==> src/sv/blpg_pkg.sv <==
// Shared types for the Bresenham line pixel generator.
package blpg_pkg;

  // Request kind carried in the input item's tuser bit.
  typedef enum logic {
    REQ_START = 1'b0,
    REQ_STEP  = 1'b1
  } req_kind_e;

  // Per-axis step control of the line being drawn.
  typedef struct packed {
    logic x_move;   // x changes when it is stepped
    logic x_neg;    // x steps downward
    logic y_move;
    logic y_neg;
    logic swapped;  // y is the major axis
  } blpg_dirs_t;

endpackage

==> src/sv/blpg_line_setup.sv <==
// Line setup: deltas, step directions, major axis, initial error term and pixel count.
module blpg_line_setup #(
  parameter int X_BITS = 10,
  parameter int Y_BITS = 9,
  parameter int D_BITS = 10
) (
  input  logic [X_BITS-1:0]    x_start_i,
  input  logic [Y_BITS-1:0]    y_start_i,
  input  logic [X_BITS-1:0]    x_end_i,
  input  logic [Y_BITS-1:0]    y_end_i,
  output logic [D_BITS-1:0]    major_o,
  output logic [D_BITS-1:0]    minor_o,
  output logic [D_BITS+1:0]    err_init_o,
  output logic [D_BITS:0]      count_o,
  output blpg_pkg::blpg_dirs_t dirs_o
);
  import blpg_pkg::*;

  logic [X_BITS-1:0] dx;
  logic [Y_BITS-1:0] dy;
  logic [D_BITS-1:0] dx_ext;
  logic [D_BITS-1:0] dy_ext;

  always_comb begin
    dirs_o.x_move = (x_end_i != x_start_i);
    dirs_o.x_neg  = (x_end_i < x_start_i);
    dirs_o.y_move = (y_end_i != y_start_i);
    dirs_o.y_neg  = (y_end_i < y_start_i);
    dx = dirs_o.x_neg ? (x_start_i - x_end_i) : (x_end_i - x_start_i);
    dy = dirs_o.y_neg ? (y_start_i - y_end_i) : (y_end_i - y_start_i);
    dx_ext = D_BITS'(dx);
    dy_ext = D_BITS'(dy);
    dirs_o.swapped = (dy_ext > dx_ext);
    major_o = dirs_o.swapped ? dy_ext : dx_ext;
    minor_o = dirs_o.swapped ? dx_ext : dy_ext;
    err_init_o = {1'b0, minor_o, 1'b0} - {2'b00, major_o};
    count_o = {1'b0, major_o} + (D_BITS+1)'(1);
  end

endmodule

==> src/sv/bresenham_line_pixel_generator_unit.sv <==
// Top level of the Bresenham line pixel generator with stream ports.
//
//  Channel  | Direction | Moves                       | Handshake
//  s_axis   | in        | line start or step request  | tvalid / tready
//  m_axis   | out       | one pixel per step          | tvalid / tready
//  cfg      | in        | frame buffer base address   | cfg_valid_i / cfg_ready_o
//
// One input item is taken per clock while the input side is not stalled; a step item's
// pixel sits in the output register on the following cycle. Start items and steps while
// idle give no pixel. The input side stalls only while a pixel is held in the output
// register and the sink is not ready. Reset leaves the block idle with a zero base address.
module bresenham_line_pixel_generator_unit #(
  parameter int ROW_SHIFT = 10,
  parameter int X_BITS    = 10,
  parameter int Y_BITS    = 9
) (
  input  logic clk_i,
  input  logic rst_ni,

  input  logic                    s_axis_tvalid,
  output logic                    s_axis_tready,
  // x_start, y_start, x_end, y_end, line_color, zero pad
  input  logic [((2*X_BITS+2*Y_BITS+8+7)/8)*8-1:0] s_axis_tdata,
  // req_type
  input  logic                    s_axis_tuser,

  output logic                    m_axis_tvalid,
  input  logic                    m_axis_tready,
  // pixel_x, pixel_y, pixel_address, pix_color, zero pad
  output logic [((X_BITS+Y_BITS+40+7)/8)*8-1:0] m_axis_tdata,
  output logic                    m_axis_tlast,

  input  logic                    cfg_valid_i,
  output logic                    cfg_ready_o,
  input  logic [31:0]             cfg_data_i
);
  import blpg_pkg::*;

  localparam int DBits   = (X_BITS > Y_BITS) ? X_BITS : Y_BITS;
  localparam int EBits   = DBits + 2;
  localparam int OutW    = ((X_BITS+Y_BITS+40+7)/8)*8;
  localparam int OutUsed = X_BITS + Y_BITS + 40;

  logic [31:0]       base_q;
  logic [X_BITS-1:0] cur_x_q, cur_x_d;
  logic [Y_BITS-1:0] cur_y_q, cur_y_d;
  logic [EBits-1:0]  err_q, err_d;
  logic [DBits-1:0]  major_q, major_d;
  logic [DBits-1:0]  minor_q, minor_d;
  blpg_dirs_t        dirs_q, dirs_d;
  logic [DBits:0]    left_q, left_d;
  logic [7:0]        color_q, color_d;
  logic              active_q, active_d;

  logic              out_valid_q, out_valid_d;
  logic [X_BITS-1:0] out_x_q;
  logic [Y_BITS-1:0] out_y_q;
  logic [31:0]       out_addr_q;
  logic [7:0]        out_color_q;
  logic              out_last_q;

  logic [X_BITS-1:0] in_xs, in_xe;
  logic [Y_BITS-1:0] in_ys, in_ye;
  logic [7:0]        in_color;
  logic [DBits-1:0]  su_major, su_minor;
  logic [EBits-1:0]  su_err;
  logic [DBits:0]    su_count;
  blpg_dirs_t        su_dirs;

  logic              accept;
  logic              emit;
  logic              err_ge;
  logic              x_step, y_step;
  logic [31:0]       pix_addr;

  assign in_xs    = s_axis_tdata[X_BITS-1:0];
  assign in_ys    = s_axis_tdata[X_BITS +: Y_BITS];
  assign in_xe    = s_axis_tdata[X_BITS+Y_BITS +: X_BITS];
  assign in_ye    = s_axis_tdata[2*X_BITS+Y_BITS +: Y_BITS];
  assign in_color = s_axis_tdata[2*X_BITS+2*Y_BITS +: 8];

  blpg_line_setup #(
    .X_BITS (X_BITS),
    .Y_BITS (Y_BITS),
    .D_BITS (DBits)
  ) u_setup (
    .x_start_i  (in_xs),
    .y_start_i  (in_ys),
    .x_end_i    (in_xe),
    .y_end_i    (in_ye),
    .major_o    (su_major),
    .minor_o    (su_minor),
    .err_init_o (su_err),
    .count_o    (su_count),
    .dirs_o     (su_dirs)
  );

  assign s_axis_tready = !out_valid_q || m_axis_tready;
  assign accept        = s_axis_tvalid && s_axis_tready;
  assign emit          = accept && (s_axis_tuser == REQ_STEP) && active_q;
  assign cfg_ready_o   = 1'b1;

  assign pix_addr = base_q + (32'(cur_y_q) << ROW_SHIFT) + 32'(cur_x_q);

  always_comb begin
    cur_x_d  = cur_x_q;
    cur_y_d  = cur_y_q;
    err_d    = err_q;
    major_d  = major_q;
    minor_d  = minor_q;
    dirs_d   = dirs_q;
    left_d   = left_q;
    color_d  = color_q;
    active_d = active_q;
    // The minor axis steps only when the error term is not negative.
    err_ge = !err_q[EBits-1];
    x_step = dirs_q.x_move && (!dirs_q.swapped || err_ge);
    y_step = dirs_q.y_move && (dirs_q.swapped || err_ge);
    if (accept && (s_axis_tuser == REQ_START)) begin
      cur_x_d  = in_xs;
      cur_y_d  = in_ys;
      err_d    = su_err;
      major_d  = su_major;
      minor_d  = su_minor;
      dirs_d   = su_dirs;
      left_d   = su_count;
      color_d  = in_color;
      active_d = 1'b1;
    end else if (emit) begin
      if (x_step) begin
        cur_x_d = dirs_q.x_neg ? (cur_x_q - X_BITS'(1)) : (cur_x_q + X_BITS'(1));
      end
      if (y_step) begin
        cur_y_d = dirs_q.y_neg ? (cur_y_q - Y_BITS'(1)) : (cur_y_q + Y_BITS'(1));
      end
      err_d = err_q + {1'b0, minor_q, 1'b0}
            - (err_ge ? {1'b0, major_q, 1'b0} : EBits'(0));
      left_d   = left_q - (DBits+1)'(1);
      active_d = (left_q != (DBits+1)'(1));
    end
  end

  always_comb begin
    if (emit) begin
      out_valid_d = 1'b1;
    end else if (m_axis_tready) begin
      out_valid_d = 1'b0;
    end else begin
      out_valid_d = out_valid_q;
    end
  end

  always_ff @(posedge clk_i or negedge rst_ni) begin
    if (!rst_ni) begin
      base_q      <= '0;
      cur_x_q     <= '0;
      cur_y_q     <= '0;
      err_q       <= '0;
      major_q     <= '0;
      minor_q     <= '0;
      dirs_q      <= '0;
      left_q      <= '0;
      color_q     <= '0;
      active_q    <= 1'b0;
      out_valid_q <= 1'b0;
    end else begin
      if (cfg_valid_i) begin
        base_q <= cfg_data_i;
      end
      cur_x_q     <= cur_x_d;
      cur_y_q     <= cur_y_d;
      err_q       <= err_d;
      major_q     <= major_d;
      minor_q     <= minor_d;
      dirs_q      <= dirs_d;
      left_q      <= left_d;
      color_q     <= color_d;
      active_q    <= active_d;
      out_valid_q <= out_valid_d;
    end
  end

  always_ff @(posedge clk_i) begin
    if (emit) begin
      out_x_q     <= cur_x_q;
      out_y_q     <= cur_y_q;
      out_addr_q  <= pix_addr;
      out_color_q <= color_q;
      out_last_q  <= (left_q == (DBits+1)'(1));
    end
  end

  assign m_axis_tvalid = out_valid_q;
  assign m_axis_tlast  = out_last_q;
  assign m_axis_tdata  = {(OutW-OutUsed)'(0), out_color_q, out_addr_q, out_y_q, out_x_q};

endmodule

==> config.mk <==
export PLATFORM = sky130hd
export DESIGN_NAME = bresenham_line_pixel_generator_unit
export DESIGN_NICKNAME = d
export VERILOG_FILES = /design/src/sv/blpg_pkg.sv /design/src/sv/blpg_line_setup.sv /design/src/sv/bresenham_line_pixel_generator_unit.sv
export SDC_FILE = /design/constraint.sdc
export NUM_CORES = 1
export LEC_CHECK = 0
export BUFFER_PORTS_ARGS = -buffer_cell sky130_fd_sc_hd__buf_4
export CORE_ASPECT_RATIO = 0.9
export CORE_MARGIN = 1
export CORE_UTILIZATION = 55
export CTS_CLUSTER_DIAMETER = 60
export DETAILED_ROUTE_END_ITERATION = 10
export PLACE_DENSITY = 0.77
export SLEW_MARGIN = 25
export SYNTH_ARGS = -nofsm -noshare
export SYNTH_HDL_FRONTEND = slang
export SYNTH_SLANG_ARGS = --single-unit
==> constraint.sdc <==
create_clock -name clk_i -period 4.5 [get_ports clk_i]
set_input_delay 0.675 -clock clk_i [delete_from_list [all_inputs] [get_ports clk_i]]
set_output_delay 0.675 -clock clk_i [all_outputs]
set_load 0.01 [all_outputs]
* Yosys cells after proc, flatten, opt, wreduce, memory -nomap -nowiden
Cells that the tools add are included.
** Word-level totals
- Logic and storage cells :: 82
- Input port bits :: 86
- Output and inout port bits :: 68
- Bits in registers :: 169
** Operators by class
- Eq/ne operators :: 4
- Reduce and logical (&&, ||, !) cells :: 18
- Add/sub/neg operators :: 15
- $lt $le $gt $ge :: 3
- Mux-type cells :: 21
- Bitwise logic cells :: 1
** Operators with widths (number)
- 10-bit 2-to-1 mux :: 7
- 9-bit 2-to-1 mux :: 5
- 11-bit 2-to-1 mux :: 3
- 32-bit by 10-bit adder with 32-bit output :: 1
- 32-bit by 19-bit adder with 32-bit output :: 1
- 12-bit 2-to-1 mux :: 2
- 10-bit subtractor :: 2
- 9-bit subtractor :: 2
- 12-bit by 11-bit adder with 12-bit output :: 1
- 11-bit by 10-bit subtractor with 12-bit output :: 1
- 12-bit by 11-bit subtractor with 12-bit output :: 1
- 10-bit by 1-bit adder with 11-bit output (second input constant) :: 1
- 11-bit by 1-bit equality test with 1-bit output (second input constant) :: 1
- 11-bit by 1-bit != test with 1-bit output (second input constant) :: 1
- 11-bit by 1-bit subtractor with 11-bit output (second input constant) :: 1
- 10-bit by 1-bit adder with 10-bit output (second input constant) :: 1
- 9-bit by 10-bit > comparator with 1-bit output :: 1
- 10-bit less-than comparator :: 1
- 10-bit != test :: 1
- 10-bit by 1-bit subtractor with 10-bit output (second input constant) :: 1
- 9-bit by 1-bit adder with 9-bit output (second input constant) :: 1
- 9-bit less-than comparator :: 1
- 9-bit != test :: 1
- 9-bit by 1-bit subtractor with 9-bit output (second input constant) :: 1
- 7 further kinds :: 23

* Depth between registers and ports, before layout
- Word-level depth :: 7
- Gate-level depth with buffers :: 33
- Mapped depth without buffers :: 31

* Cells and area by module
A second synthesis with hierarchy kept.
** Unflattened totals
- Cells, all modules :: 1281
- Area total of the unflattened synthesis :: 11865.1 µm²
** Modules (own cells, without submodules)
- bresenham_line_pixel_generator_unit :: area each 8846.0 µm², seq. area each 4504.3 µm², times used 1, cells an instance 847
- blpg_line_setup :: area each 3019.1 µm², seq. area each 0.0 µm², times used 1, cells an instance 434

* Least setup slack after synthesis
Ideal clock, no wire load.
- Kind :: input-to-reg
- Start point :: in s_axis_tdata[16]
- End point :: reg err_q[9]
- Setup time :: 0.092 ns
- Path buffers :: 2
- Arrival time :: 6.766 ns
- Stages on the path :: 28
- Data required time :: 4.408 ns
- Path slack :: -2.358 ns
- Cells stage by stage :: inv_1 > ha_1 > a21o_1 > a21o_1 > a221oi_4 > mux2_2 > a221o_1 > a221oi_2 > xor2_1 > inv_1 > ha_1 > nand4_1 > o32ai_1 > a21o_1 > a211o_2 > nand2_4 > buf_1 > clkbuf_1 > nor2_1 > a21oi_1 > ha_1 > and4_4 > a311oi_4 > o41ai_4 > a221oi_4 > a2111oi_4 > o21a_1 > o31ai_2
** On the way
- Cells in the longest elaborated chain, start to end :: 6
- Elaborated cells between the ends (all ways) :: 9
- Those cells by class :: add/sub: 3; order compare: 2; mux: 4
** Ends and longest elaborated chain
- start: declaration :: line bresenham_line_pixel_generator_unit.sv:23 : input logic [((2*X_BITS+2*Y_BITS+8+7)/8)*8-1:0] s_axis_tdata,
- 9-bit subtractor / 9-bit less-than comparator (equally long branches) :: line blpg_line_setup.sv:30, blpg_line_setup.sv:28
- 9-bit 2-to-1 mux (*) :: line blpg_line_setup.sv:30 : dy = dirs_o.y_neg ? (y_start_i - y_end_i) : (y_end_i - y_start_i);
- 9-bit by 10-bit > comparator with 1-bit output :: line blpg_line_setup.sv:33 : dirs_o.swapped = (dy_ext > dx_ext);
- 10-bit 2-to-1 mux (*) :: line blpg_line_setup.sv:35 : minor_o = dirs_o.swapped ? dx_ext : dy_ext;
- named net su_minor[1] :: line bresenham_line_pixel_generator_unit.sv:65 : logic [DBits-1:0] su_major, su_minor;
- 11-bit by 10-bit subtractor with 12-bit output (*) :: line blpg_line_setup.sv:36 : err_init_o = {1'b0, minor_o, 1'b0} - {2'b00, major_o};
- 12-bit 2-to-1 mux (*) :: line bresenham_line_pixel_generator_unit.sv:119 : if (accept && (s_axis_tuser == REQ_START)) begin
- end signal: assignment :: line bresenham_line_pixel_generator_unit.sv:172 : err_q <= err_d;
- end: declaration :: line bresenham_line_pixel_generator_unit.sv:47 : logic [EBits-1:0] err_q, err_d;
Mark *: on every way through the listed nets, which the timed path passes. The rest lies on a longest branch.
A chain may end at the register's enable or synchronous reset.

* Worst setup path in the final report
- Start point :: in s_axis_tdata[29]
- End point :: reg err_q[9]
Same word-level chain as after synthesis.

==> impl_results.md <==
* RSZ-0062 raised after global routing: yes
* Tot GR Track Use at 30.7%
* Synthesized area at 0.0115 sq mm
* H-tree Lvls at 4
* R2R Path Start: cur_x_q[0]$_DFFE_PN0P_
* Drt pass-1 iters at 6
* Skew-Pair Late Insertion Delay at 0.44 ns
* Main synth FF type: dfrtp_1
* Vias in the first global route at 10,323
* Synth Area in Simple Gates at 12.3%
* Max Slew Vio Count at 0
* Register area at 0.00450 sq mm
* P_sw at 4.51 mW
* Syn_area_per_cell at 9.84 sq um
* Core Rows at 49
* Status: finished, violations left
* Die Footprint at 0.0214 sq mm
* Max frequency at 169 MHz
* Largest net degree at the start of global routing at 58
* Pwr/cell area at 661 mW/mm^2
* Setup ws final at -1.40 ns
* Internal power at 5.99 mW
* Clock Skews at 0.0142 ns
* CTS clk-pin slew, worst paths at 0.08 ns
* WL/cell at 20.3 um
* Antenna violations before repair at 0
* Layout Utilization at 78.8%
* CP Launch Point: s_axis_tdata[29]
* Initial drt markers at 1,050
* Gr ovfl total at 0
* Adder-Cell Fraction of Synth Area at 13.7%
* Clock share of power at 14.6%
* Asr flop ratio synth at 64.3%
* CP Class: in -> reg
* Critical path arrival at 6.25 ns
* Tcrit/Tclk final at 131%
* Die Ht at 139 um
* Clk buf depth at 2
* Hold Path Class: in -> async
* Rel. slew slack at 33.6%
* Synth Area in XOR/XNOR at 6.44%
* Footprint of the multi-input gates at 0.00698 sq mm
* Number of max-cap violations at 0
* Post-synth EDFFs at 60
* R2r endpoint: out_addr_q[28]$_DFFE_PP_
* Logic gate share of total power at 63.2%
* Area fraction in compound gates after synthesis at 16.8%
* Reg2reg setup slack at 0.26 ns
* Total power at 10.5 mW
* Worst Path Required at 4.85 ns
* Seq/Total Area, Yosys at 39.3%
* CTS tree: done
* Multiplexer share of the synthesized area at 5.46%
* # setup viols final at 38
* Leak at 7.44 nW
* Layout cells sized above 1 at 37.7%
* WL final at 36,200 um
* IO Port Bufs at 145
* Maximum vdd drop at 0.000413 V
* Boundary pin count at 154
* Worst Max-Slew Pin Slew at 0.996 ns
* Largest family of logic cells by synthesized area: compound AO/OA/AOI/OAI gates
* Crit end category: flop
* Switching share of power at 43.0%
* CP max FO at 6
* Syn. warnings at 0
* Area Growth Syn to Fin at 38.8%
* Ant. Diodes at 0
* Commonest non-fill, non-tap cell in the layout: buf_4
* CP Capture Point: err_q[9]$_DFFE_PN0P_
* Fin Setup TNS at -23.81 ns
* GPL Wtd Cong at 0.932
* Core Box Area at 0.0202 sq mm
* CTS Buf Count at 17
* Clock root buffer: clkbuf_16
* Antenna viol nets, final at 0
* CTS sink count at 168
* First-pass GRT wire length at 51,900 um
* Min Tclk post-route at 5.90 ns
* Failing checks: setup timing
* Setup crit start kind: input pin
* Yosys reg bits at 168
* DPL Wire Length at 21,900 um
* Seq pwr share at 22.1%
* Post-route DRC at 0
* Nets at 1,716
* Die width at 154 um
* Initial Util at 56.8%
* FF-to-FF path depth at 15
* Yosys cell types at 83
* Fillcell total at 1,153
* Total vias in the final route at 10,700
* Final Hold Viols at 0
* Commonest non-fill, non-tap cells in the layout: buf_4 (316), inv_1 (117), dfrtp_1 (108)
* Post-Synthesis Cells at 1,164
* Via density at 6.00
[routing by layer]
layer  vias up  track usage [%]  part of all wire, %
met2       631             51.6                   48
li1       4734                -                    -
met5         -                0                    0
met4         0             12.3                  5.1
met3       178             5.63                  7.8
met1      5157             39.3                   39
[worst min path at each step]
stage / from / end / slack, ns / depth (start not counted)
detailed placement: color_q[5]$_DFFE_PN0P_ / out_color_q[5]$_DFFE_PP_ / 0.43 / 0
global placement: color_q[0]$_DFFE_PN0P_ / out_color_q[0]$_DFFE_PP_ / 0.43 / 0
floorplan: rst_ni / active_q$_DFFE_PN0P_ / 0.38 / 0
finish: rst_ni / base_q[17]$_DFFE_PN0P_ / 0.21 / 1
global route: rst_ni / base_q[17]$_DFFE_PN0P_ / 0.27 / 1
CTS: rst_ni / base_q[17]$_DFFE_PN0P_ / 0.25 / 1
[timing repair]
| action | in CTS | in global routing |
|---|---|---|
| setup buffers | 67 | 19 |
| cloned | 0 | 0 |
| hold buffers | 0 | 0 |
| hold endpoints to repair | 0 | 0 |
| pin swaps | 47 | 25 |
| resized for setup | 97 | 108 |
| setup endpoints to repair | 26 | 45 |
[worst max-delay path: stages]
cell	delay, ns
buf_4	0.11
inv_1	0.05
ha_1	0.18
inv_1	0.08
fa_1	0.43
a21o_1	0.20
a21oi_2	0.19
mux2i_4	0.09
a221o_1	0.36
a221oi_2	0.24
xor2_1	0.27
inv_2	0.12
ha_4	0.31
nand4_1	0.14
o32ai_4	0.34
a21oi_2	0.08
nand4_1	0.24
nand2_8	0.14
a21oi_4	0.22
ha_4	0.23
and4_4	0.15
a311oi_4	0.28
o41ai_4	0.16
a221oi_4	0.41
a2111oi_4	0.13
o21a_1	0.19
o31ai_2	0.22
[power by group through the flow]
stage	combinational (mW)	sequential, mW	clock [mW]
CTS	5.68	2.31	1.54
global placement	4.92	2.32	0
floorplan	3.54	2.30	0
finish	6.64	2.33	1.54
global route	7.10	2.37	1.59
detailed placement	5.09	2.33	0
[synthesized netlist by cell type, drive strengths merged, types with 13 or more instances]
cell | count | share of area (%)
o21ai | 70 | 3.1
nand2b | 13 | 0.71
nor2b | 27 | 1.5
clkbuf | 27 | 0.91
edfxtp | 60 | 16
inv | 127 | 4.2
dfrtp | 108 | 24
nor2 | 69 | 2.3
nand2 | 106 | 3.5
fa | 18 | 3.1
a21o | 25 | 1.6
ha | 97 | 11
mux2 | 38 | 3.7
nand3 | 20 | 0.87
mux2i | 19 | 1.7
a211oi | 18 | 1.4
xor2 | 21 | 1.6
nor3 | 18 | 0.83
xnor2 | 61 | 4.8
buf | 14 | 0.84
a21oi | 78 | 3.7
[metrics by stage]
stage	cells	area, sq um	setup slack [ns]	hold slack, ns
5_1_grt	1783	15900	-1.65	0.272
6_report	1783	15900	-1.40	0.214
3_5_place_dp	1695	14100	-1.59	0.432
2_1_floorplan	1168	11600	-1.76	0.379
4_1_cts	1769	15400	-1.08	0.247
3_3_place_gp	1695	14100	-1.49	0.427
[layout make-up]
cell class              instances  area share [%]
repair buffers                369            18.9
clock inverters                14            1.11
flip-flops and latches        168            28.3
multi-input cells             832            43.9
well taps                     255            2.01
inverters                     127            3.06
clock buffers                  18            2.70
[cells by family (layout without fill, tap and decap cells)]
| kind of cell | Yosys count | in the layout |
|---|---|---|
| flops | 168 | 168 |
| mux | 57 | 57 |
| fa+ha+maj | 115 | 115 |
| simple gates | 297 | 297 |
| xor+xnor | 82 | 82 |
| buf+inv | 168 | 528 |
| other cells | 2 | 6 |
| compound gates | 275 | 275 |
[state kept, by name, indices dropped and copies added, names as in the netlist, 9 cells and up]
register,flops
base_q,32
out_addr_q,32
err_q,11
left_q,11
cur_x_q,10
major_q,10
minor_q,10
out_x_q,10
cur_y_q,9
out_y_q,9
(Power assumes the default switching activity.)
